**src/hw/rtl/bsrc_pkg.sv**
```systemverilog
`timescale 1ns / 1ps

package bsrc_pkg;

    // configuration register width and reset values
    localparam int unsigned CFG_W             = 10;
    localparam logic [CFG_W-1:0] SPEED_MAX_RST   = 10'd400;
    localparam logic [CFG_W-1:0] STEP_COARSE_RST = 10'd10;
    localparam logic [CFG_W-1:0] STEP_FINE_RST   = 10'd1;

    // configuration register indexes
    typedef enum logic [1:0] {
        REG_SPEED_MAX   = 2'd0,
        REG_STEP_COARSE = 2'd1,
        REG_STEP_FINE   = 2'd2
    } cfg_reg_t;

    // operation codes carried on tuser
    localparam logic OP_EVENT = 1'b0;
    localparam logic OP_TICK  = 1'b1;

    // button bit positions
    localparam int unsigned BTN_W      = 5;
    localparam int unsigned BTN_RIGHT  = 0;
    localparam int unsigned BTN_LEFT   = 1;
    localparam int unsigned BTN_UP     = 2;
    localparam int unsigned BTN_DOWN   = 3;
    localparam int unsigned BTN_SELECT = 4;

    // input request packing
    localparam int unsigned IN_W       = 8;
    localparam int unsigned IN_FAULT_B = 5;

endpackage

```
**src/hw/rtl/button_speed_ramp_controller.sv**
```systemverilog
`timescale 1ns / 1ps

// Button driven signed speed ramp. A request with tuser = 0 is a button event that changes
// the target speed (coarse up, coarse down, fine away from zero, fine toward zero, by
// priority) or toggles the run flag on select; the target is clamped to plus or minus
// speed_max, and never beyond the largest positive SPEED_WIDTH value. A request with
// tuser = 1 is a ramp tick that moves the speed one unit toward the target (toward zero
// when stopped). A driver fault seen on a speed step latches until reset and freezes
// everything. Every request gives exactly one result. Throughput is one request per
// cycle while m_axis_tready keeps up; a request passes from the input register to the
// result register through a single add, clamp and compare for the state update.
// Configuration writes take effect on the next edge.
module button_speed_ramp_controller
    import bsrc_pkg::*;
#(
    parameter int SPEED_WIDTH = 11
)
(
    input  logic                              clk,
    input  logic                              rst_n,
    // configuration
    input  logic                              cfg_we,
    input  logic [1:0]                        cfg_addr,
    input  logic [CFG_W-1:0]                  cfg_wdata,
    // input requests
    input  logic                              s_axis_tvalid,
    output logic                              s_axis_tready,
    input  logic [IN_W-1:0]                   s_axis_tdata,  // buttons[4:0], driver_fault
    input  logic                              s_axis_tuser,  // op
    // results
    output logic                              m_axis_tvalid,
    input  logic                              m_axis_tready,
    // speed, target_speed, driver_on, running, at_target, faulted
    output logic [((2*SPEED_WIDTH+4+7)/8)*8-1:0] m_axis_tdata
);

    localparam int OUT_W  = ((2*SPEED_WIDTH+4+7)/8)*8;
    localparam int WIDE   = ((SPEED_WIDTH > CFG_W) ? SPEED_WIDTH : CFG_W) + 2;
    localparam int TOP_I  = (1 << (SPEED_WIDTH-1)) - 1;
    localparam logic signed [WIDE-1:0] TOP = WIDE'(TOP_I);
    localparam int B_DRV  = 2*SPEED_WIDTH;
    localparam int B_RUN  = 2*SPEED_WIDTH + 1;
    localparam int B_AT   = 2*SPEED_WIDTH + 2;
    localparam int B_FLT  = 2*SPEED_WIDTH + 3;

    // configuration registers
    logic [CFG_W-1:0] speed_max_reg;
    logic [CFG_W-1:0] step_coarse_reg;
    logic [CFG_W-1:0] step_fine_reg;

    always_ff @(posedge clk or negedge rst_n)
    begin
        if (!rst_n)
        begin
            speed_max_reg   <= SPEED_MAX_RST;
            step_coarse_reg <= STEP_COARSE_RST;
            step_fine_reg   <= STEP_FINE_RST;
        end
        else if (cfg_we)
        begin
            case (cfg_addr)
                REG_SPEED_MAX:   speed_max_reg   <= cfg_wdata;
                REG_STEP_COARSE: step_coarse_reg <= cfg_wdata;
                REG_STEP_FINE:   step_fine_reg   <= cfg_wdata;
                default:         ;
            endcase
        end
    end

    // input register
    logic             in_valid_reg;
    logic             in_op_reg;
    logic [BTN_W-1:0] in_btn_reg;
    logic             in_fault_reg;
    logic             out_valid_reg;
    logic [OUT_W-1:0] out_data_reg;
    logic             advance;

    assign advance       = in_valid_reg && (!out_valid_reg || m_axis_tready);
    assign s_axis_tready = !in_valid_reg || advance;

    always_ff @(posedge clk or negedge rst_n)
    begin
        if (!rst_n)
            in_valid_reg <= 1'b0;
        else if (s_axis_tready)
            in_valid_reg <= s_axis_tvalid;
    end

    always_ff @(posedge clk)
    begin
        if (s_axis_tvalid && s_axis_tready)
        begin
            in_op_reg    <= s_axis_tuser;
            in_btn_reg   <= s_axis_tdata[BTN_W-1:0];
            in_fault_reg <= s_axis_tdata[IN_FAULT_B];
        end
    end

    // ramp state
    logic signed [SPEED_WIDTH-1:0] target_reg, target_next;
    logic signed [SPEED_WIDTH-1:0] current_reg, current_next;
    logic                          run_reg, run_next;
    logic                          enable_reg, enable_next;
    logic                          fault_reg, fault_next;

    // event arithmetic, wide enough to hold an unclamped sum
    logic signed [WIDE-1:0] t_ext;
    logic signed [WIDE-1:0] coarse_ext;
    logic signed [WIDE-1:0] fine_ext;
    logic signed [WIDE-1:0] lim;
    logic signed [WIDE-1:0] t_sum;
    logic signed [WIDE-1:0] t_clamped;
    logic signed [SPEED_WIDTH-1:0] goal;
    logic signed [SPEED_WIDTH-1:0] goal_next;
    logic                          at_target;

    always_comb
    begin
        t_ext      = WIDE'(target_reg);
        coarse_ext = $signed({{(WIDE-CFG_W){1'b0}}, step_coarse_reg});
        fine_ext   = $signed({{(WIDE-CFG_W){1'b0}}, step_fine_reg});
        lim        = $signed({{(WIDE-CFG_W){1'b0}}, speed_max_reg});
        if (lim > TOP)
            lim = TOP;

        target_next  = target_reg;
        current_next = current_reg;
        run_next     = run_reg;
        enable_next  = enable_reg;
        fault_next   = fault_reg;
        goal         = run_reg ? target_reg : '0;

        // button priority: right, left, up, down, select
        t_sum = t_ext;
        if (in_btn_reg[BTN_RIGHT])
            t_sum = t_ext + coarse_ext;
        else if (in_btn_reg[BTN_LEFT])
            t_sum = t_ext - coarse_ext;
        else if (in_btn_reg[BTN_UP])
        begin
            if (t_ext > 0)
                t_sum = t_ext + fine_ext;
            else if (t_ext < 0)
                t_sum = t_ext - fine_ext;
        end
        else if (in_btn_reg[BTN_DOWN])
        begin
            if (t_ext > 0)
                t_sum = t_ext - fine_ext;
            else if (t_ext < 0)
                t_sum = t_ext + fine_ext;
        end

        // clamp to the magnitude limit
        t_clamped = t_sum;
        if (t_sum > lim)
            t_clamped = lim;
        else if (t_sum < -lim)
            t_clamped = -lim;

        if (!fault_reg)
        begin
            if (in_op_reg == OP_EVENT)
            begin
                if (in_btn_reg != '0)
                begin
                    target_next = SPEED_WIDTH'(t_clamped);
                    if (in_btn_reg[BTN_W-1:0] == (BTN_W'(1) << BTN_SELECT))
                        run_next = !run_reg;
                end
            end
            else
            begin
                // one unit step toward the goal, fault sampled on a step
                if (current_reg == '0 && run_reg && target_reg != '0)
                    enable_next = 1'b1;
                if (current_reg != goal)
                begin
                    current_next = (goal > current_reg) ? current_reg + 1'b1
                                                        : current_reg - 1'b1;
                    if (in_fault_reg)
                    begin
                        fault_next  = 1'b1;
                        enable_next = 1'b0;
                    end
                end
                if (!fault_next && current_next == '0 && goal == '0)
                    enable_next = 1'b0;
            end
        end

        goal_next = run_next ? target_next : '0;
        at_target = (current_next == goal_next);
    end

    always_ff @(posedge clk or negedge rst_n)
    begin
        if (!rst_n)
        begin
            target_reg  <= '0;
            current_reg <= '0;
            run_reg     <= 1'b0;
            enable_reg  <= 1'b0;
            fault_reg   <= 1'b0;
        end
        else if (advance)
        begin
            target_reg  <= target_next;
            current_reg <= current_next;
            run_reg     <= run_next;
            enable_reg  <= enable_next;
            fault_reg   <= fault_next;
        end
    end

    // result register
    logic [OUT_W-1:0] out_data_next;

    always_comb
    begin
        out_data_next                                = '0;
        out_data_next[SPEED_WIDTH-1:0]               = current_next;
        out_data_next[2*SPEED_WIDTH-1:SPEED_WIDTH]   = target_next;
        out_data_next[B_DRV]                         = enable_next;
        out_data_next[B_RUN]                         = run_next;
        out_data_next[B_AT]                          = at_target;
        out_data_next[B_FLT]                         = fault_next;
    end

    always_ff @(posedge clk or negedge rst_n)
    begin
        if (!rst_n)
            out_valid_reg <= 1'b0;
        else if (advance)
            out_valid_reg <= 1'b1;
        else if (m_axis_tready)
            out_valid_reg <= 1'b0;
    end

    always_ff @(posedge clk)
    begin
        if (advance)
            out_data_reg <= out_data_next;
    end

    assign m_axis_tvalid = out_valid_reg;
    assign m_axis_tdata  = out_data_reg;

endmodule

```
**config.mk**
```make
export PLATFORM = sky130hd
export DESIGN_NAME = button_speed_ramp_controller
export DESIGN_NICKNAME = d
export VERILOG_FILES = /design/src/hw/rtl/bsrc_pkg.sv /design/src/hw/rtl/button_speed_ramp_controller.sv
export SDC_FILE = /design/constraint.sdc
export NUM_CORES = 1
export LEC_CHECK = 0
export ABC_CLOCK_PERIOD_IN_PS = 12700
export BUFFER_PORTS_ARGS = -buffer_cell sky130_fd_sc_hd__buf_4
export CORE_MARGIN = 1.5
export CORE_UTILIZATION = 65
export CTS_CLUSTER_SIZE = 30
export DETAILED_ROUTE_END_ITERATION = 7
export PLACE_DENSITY = 0.85
export SYNTH_ARGS = -nofsm -noshare
export SYNTH_HDL_FRONTEND = slang
export SYNTH_SLANG_ARGS = --single-unit
```
**constraint.sdc**
```tcl
create_clock -name clk -period 12.7 [get_ports clk]
set_input_delay 0.635 -clock clk [delete_from_list [all_inputs] [get_ports clk]]
set_output_delay 0.635 -clock clk [all_outputs]
set_load 0.005 [all_outputs]
```
=== After elaboration in Yosys (flattened, before gate mapping) ===
Index checks and enable logic that the tools add are counted.

* Add/subtract/negate cells: 7
* Multiply operators: 0
* Div/mod/pow operators: 0
* $lt $le $gt $ge: 5
* Equality and inequality tests: 5
* Shift operators: 0
* Multiplexer cells: 39
* Bitwise gates (word level): 0
* Reduce and logical (&&, ||, !) cells: 22

{| class="wikitable"
|+ Operator list
! cell !! count
|-
| two-way mux 11 bit || 13
|-
| two-way mux 13 bit || 8
|-
| logical NOT 11 bit || 3
|-
| adder 11 x 11 -> 12 bit || 2
|-
| subtractor 11 x 11 -> 12 bit || 2
|-
| two-way mux 1 bit || 18
|-
| greater-than comparator 13 x 11 -> 1 bit || 1
|-
| less-than comparator 13 bit || 1
|-
| negation 10 -> 13 bit || 1
|-
| adder 11 x 1 -> 11 bit, second input constant || 1
|-
| == test 11 bit || 1
|-
| greater-than comparator 11 x 1 -> 1 bit, second input constant || 1
|-
| greater-than comparator 11 bit || 1
|-
| less-than comparator 11 x 1 -> 1 bit, second input constant || 1
|-
| inequality test 11 bit || 1
|-
| nonzero test 11 bit || 1
|-
| subtractor 11 x 1 -> 11 bit, second input constant || 1
|-
| logical AND 1 bit || 6
|-
| AND reduction 2 bit || 3
|-
| == test 5 bit, second input constant || 1
|-
| nonzero test 5 bit || 1
|-
| logical NOT 1 bit || 4
|-
| == test 2 x 1 -> 1 bit, second input constant || 1
|-
| == test 2 bit, second input constant || 1
|-
| other kinds (3) || 4
|}

* Flip-flop bits (word level): 90
* Latch bits: 0
* Memory bits (writable): 0
* Bits in read-only memories: 0
* Output and inout bits: 34
* Memories kept: 0

=== Longest topological paths before layout ===
* Depth after elaboration: 15
* Depth in mapped cells: 32
* Depth with buffers taken out: 30

=== Worst setup path after synthesis ===
OpenSTA, ideal clock, no wires.

* Path kind: reg2reg
* From: register target_reg[0]
* To: register out_data_reg[24] (netlist: m_axis_tdata[24]) (data pin)
* Library setup time: 170 ps
* Arrival time: 5195 ps
* Required time: 12530 ps
* Slack: 7335 ps
* Stages on the path, launching flop included: 32
* Path buffers: 2
* Clock period less this slack: 5365 ps
* Cells stage by stage: dfrtp_1 -> inv_1 -> ha_1 -> inv_1 -> fa_1 -> nand3_1 -> a21oi_1 -> o21ai_0 -> a21boi_0 -> o21ai_0 -> nand2b_1 -> a21o_1 -> ha_1 -> nor2_1 -> mux2i_1 -> o211ai_1 -> a221oi_2 -> nand2_1 -> ha_1 -> a21o_1 -> a22oi_1 -> nand4b_1 -> a41oi_1 -> nor2_1 -> clkbuf_8 -> clkbuf_8 -> a21o_1 -> o21ai_0 -> o2111ai_1 -> a32oi_1 -> o311ai_1 -> nor4_2

* Word-level cells in the longest chain between the ends: 15

{| class="wikitable"
|+ Ends and longest elaborated chain
! element !! RTL line !! source
|-
| from (decl) || button_speed_ramp_controller.sv:101 || <nowiki>logic signed [SPEED_WIDTH-1:0] target_reg, target_next;</nowiki>
|-
| from (signal assigned) || button_speed_ramp_controller.sv:209 || <nowiki>target_reg <= target_next;</nowiki>
|-
| adder 11 x 11 -> 12 bit / less-than comparator 11 x 1 -> 1 bit (equally long branches) || -- ||
|-
| two-way mux 13 bit || button_speed_ramp_controller.sv:151 || <nowiki>else if (t_ext < 0)</nowiki>
|-
| two-way mux 13 bit || button_speed_ramp_controller.sv:149 || <nowiki>if (t_ext > 0)</nowiki>
|-
| two-way mux 13 bit || button_speed_ramp_controller.sv:147 || <nowiki>else if (in_btn_reg[BTN_DOWN])</nowiki>
|-
| two-way mux 13 bit || button_speed_ramp_controller.sv:140 || <nowiki>else if (in_btn_reg[BTN_UP])</nowiki>
|-
| two-way mux 13 bit || button_speed_ramp_controller.sv:138 || <nowiki>else if (in_btn_reg[BTN_LEFT])</nowiki>
|-
| two-way mux 13 bit || button_speed_ramp_controller.sv:136 || <nowiki>if (in_btn_reg[BTN_RIGHT])</nowiki>
|-
| less-than comparator 13 bit || button_speed_ramp_controller.sv:159 || <nowiki>else if (t_sum < -lim)</nowiki>
|-
| two-way mux 11 bit || button_speed_ramp_controller.sv:159 ||
|-
| two-way mux 11 bit || button_speed_ramp_controller.sv:157 || <nowiki>if (t_sum > lim)</nowiki>
|-
| two-way mux 11 bit || button_speed_ramp_controller.sv:166 || <nowiki>if (in_btn_reg != '0)</nowiki>
|-
| two-way mux 11 bit || button_speed_ramp_controller.sv:164 || <nowiki>if (in_op_reg == OP_EVENT)</nowiki>
|-
| two-way mux 11 bit || button_speed_ramp_controller.sv:162 || <nowiki>if (!fault_reg)</nowiki>
|-
| two-way mux 11 bit || button_speed_ramp_controller.sv:193 || <nowiki>goal_next = run_next ? target_next : '0;</nowiki>
|-
| == test 11 bit (*) || button_speed_ramp_controller.sv:194 || <nowiki>at_target = (current_next == goal_next);</nowiki>
|-
| via at_target || button_speed_ramp_controller.sv:116 || <nowiki>logic at_target;</nowiki>
|-
| to (signal assigned) || button_speed_ramp_controller.sv:244 || <nowiki>out_data_reg <= out_data_next;</nowiki>
|-
| to (decl) || button_speed_ramp_controller.sv:76 || <nowiki>logic [OUT_W-1:0] out_data_reg;</nowiki>
|}

Mark *: on every way through the listed nets, which the timed path passes. The rest lies on a longest branch. The select of a mux whose other input is x is not followed.
A chain may end at the register's enable or synchronous reset.

=== Worst setup path in the final report ===
* From: register target_reg[0]
* To: register out_data_reg[24] (netlist: m_axis_tdata[24]) (data pin)

* Word-level cells in the longest chain between the ends: 15

{| class="wikitable"
|+ Ends and longest elaborated chain
! element !! RTL line
|-
| adder 11 x 11 -> 12 bit / less-than comparator 11 x 1 -> 1 bit (equally long branches) || --
|-
| two-way mux 13 bit || button_speed_ramp_controller.sv:151
|-
| two-way mux 13 bit || button_speed_ramp_controller.sv:149
|-
| two-way mux 13 bit || button_speed_ramp_controller.sv:147
|-
| two-way mux 13 bit || button_speed_ramp_controller.sv:140
|-
| two-way mux 13 bit || button_speed_ramp_controller.sv:138
|-
| two-way mux 13 bit (*) || button_speed_ramp_controller.sv:136
|-
| less-than comparator 13 bit || button_speed_ramp_controller.sv:159
|-
| two-way mux 11 bit || button_speed_ramp_controller.sv:159
|-
| two-way mux 11 bit (*) || button_speed_ramp_controller.sv:157
|-
| two-way mux 11 bit (*) || button_speed_ramp_controller.sv:166
|-
| two-way mux 11 bit (*) || button_speed_ramp_controller.sv:164
|-
| two-way mux 11 bit (*) || button_speed_ramp_controller.sv:162
|-
| via target_next[4] || button_speed_ramp_controller.sv:101
|-
| two-way mux 11 bit (*) || button_speed_ramp_controller.sv:193
|-
| == test 11 bit (*) || button_speed_ramp_controller.sv:194
|-
| via at_target || button_speed_ramp_controller.sv:116
|}

Marks and branches as above.

==> impl_metrics.ini <==
[clock_network]
cts_resized = 0
insertion_delay_ns = 0.36
cts_buffers = 9
clock-root-buffer = clkbuf_16
cts_buffer_depth = 2
h-tree-depth = 3
cts_hold_buf = 0
post-cts-setup-buffers = 0
cts_num_sinks = 90
path_clk_slew_ns = 0.07
cts_tree = built

[die]
rows = 41
start_util = 0.664
io-pin-count = 60
dieArea_um2 = 13500
coreArea_um2 = 12600
dieHeight_um = 116
die-width_um = 116

[critical_path]
crit_fanout = 23
rrSetupSlack_ns = 6.24
regToRegEndpoint = m_axis_tdata[24]
crit_top_cell = ha_1
reg2reg_from = target_reg[0]
start_kind = flip-flop
crit_path_end_kind = flip-flop
worst_ep_required_time_ns = 12.80
reg2regPathDepth = 30
critPathMaxStageDelay_ns = 0.50
critPathSlowestCell = dfrtp_1
cp.arrival_ns = 6.56
crit_type = flip-flop to flip-flop

[global_routing]
grt_overflow = 0
first_global_vias = 6779
grt_pass1_wl_um = 35200
grt_max_degree = 58
grtUsageTotal = 0.345
grt_antenna_before_repair = 1

[synth]
netlist_area_um2 = 8340
synth_area_leaders = dfrtp_1 15%, ha_1 13%, edfxtp_1 12%, nand2_1 4.3%, o21ai_0 4.0%
synth_warnings = 0
yosysTopAreaCellShare = 0.153
yosysMostFrequentCell = nand2_1
synth-main-ff-cell = dfrtp_1
synth_seq_cells = 90
ys_seq_area_frac = 0.291
netlist_top_cells_count = 95 x nand2_1, 87 x ha_1, 77 x inv_1
synth.distinct_cells = 97
synth_top_cell_by_area = dfrtp_1
syn_inst = 942
avgSynthCellArea_um2 = 8.85
synth_edf_count = 33
async_reset_ff_frac = 0.633

[place]
io_buffer_count = 51
preCtsSetupSlack_ns = 6.38
place_hpwl_um = 17100
gp_congestion = 0.958

[power]
leakage_uw = 0.00404
p_per_area_nw_per_um2 = 286
ir_drop_mv = 0.139

[layout]
area_growth_pct = 7.67
largest_reg_flops = 26
drive_gt1_frac = 0.143
layout.nets = 1084

[sta]
worst_pin_slew_ns = 0.925
timing.fmax_mhz = 155
finalSetupViolCount = 0
slew_headroom = 0.381
period_needed_ns = 6.46
rsz0062_at_grt = false
hold_viol = 0
final.setup.worst_slack_ns = 6.24
finalMaxSlewViolations = 0
finalCritPeriodShare = 0.509
clock-skew-final_ns = 0.0106
final.setup.tns_ns = 0

[routing]
drt_iter0_drc = 697
wl_per_cell_um = 19.6
wl_met2_um = 10300
via_count = 7334
drt-met1-wl_um = 9580
viasPerCell = 6.41
wl_met3_um = 1770
routed.top_layer = met5
drcViolationCount = 0
ant_nets = 0
dr.pass1.iters = 6
routed_wl_um = 22400

[hold_path]
hp-class = input port to async pin

[job]
timing.max_cap.violations = 0

[run_status]
outcome = finished clean
==> cell usage in the layout (no fill, tap or decap), drive strengths merged, types with 11 or more instances in the layout <==
master and count:
mux2i 13, o31ai 11, a21oi 49, nor2 66, nor3 24, nor4 12, and2 15, nand2 96
nand3 17, nand2b 15, dfrtp 51, a21o 16, xnor2 27, mux2 26, buf 54, ha 87
o21ai 71, inv 84, edfxtp 33
==> power by group <==
group,internal (uW),switching (uW)
combinational,723,1050
clock,137,123
sequential,389,141
==> worst max-delay path by stage <==
stage	startpoint	endpoint	slack [ns]	cells past startpoint
after detailed placement	target_reg[0]	m_axis_tdata[24]	6.38	30
after global routing	target_reg[0]	m_axis_tdata[24]	5.80	31
after global placement	target_reg[0]	m_axis_tdata[24]	6.49	31
after CTS	target_reg[0]	m_axis_tdata[24]	6.36	30
after floorplan	target_reg[0]	m_axis_tdata[24]	7.34	31
final	target_reg[0]	m_axis_tdata[24]	6.24	30
==> routing by layer <==
metal	vias to the layer above	global-route usage
met4	2	0.140
met5	-	0
met2	293	0.556
met3	56	0.0654
met1	3494	0.461
li1	3489	-
==> logic make-up (layout without fill, tap and decap cells) <==
kind of cell / count (synthesis) / after routing / share of synthesized area
and+or+nand+nor: 301 / 301 / 0.184
AOI/OAI and AO/OA: 257 / 257 / 0.221
buffers and inverters: 125 / 149 / 0.0717
adders and majority gates: 92 / 92 / 0.143
DFF: 90 / 90 / 0.291
muxes: 39 / 39 / 0.0507
xor gates and xnor gates: 37 / 37 / 0.0389
other: 1 / 7 / 0.000450
==> critical path: cells and delay by family (launching register included) <==
family | cells | cell delay (ns)
fa+ha+maj | 4 | 1.19
compound gates | 14 | 2.88
buf+inv | 3 | 0.44
flops | 1 | 0.50
mux | 1 | 0.17
simple gates | 8 | 1.02
==> cell type report <==
class                   count  area, um^2
diodes                      1        2.50
multi-input cells         732        5350
repair buffers             54         405
inverters                  79         302
clock buffers              10         229
fillers                  1007        3590
flip-flops and latches     90        2420
clock inverters             6        55.1
well taps                 172         215
==> through the flow <==
stage	hold WS [ns]	area [um^2]	std cells	util	power, uW
final	0.356	8980	1144	0.714	2560
after global routing	0.424	8980	1143	0.714	2770
after CTS	0.376	8980	1143	0.714	2530
after detailed placement	0.512	8690	1127	0.692	2240
after global placement	0.472	8690	1127	0.692	2200
after floorplan	0.339	8360	947	-	1860
Note: power is estimated with default switching activity, not from simulation.
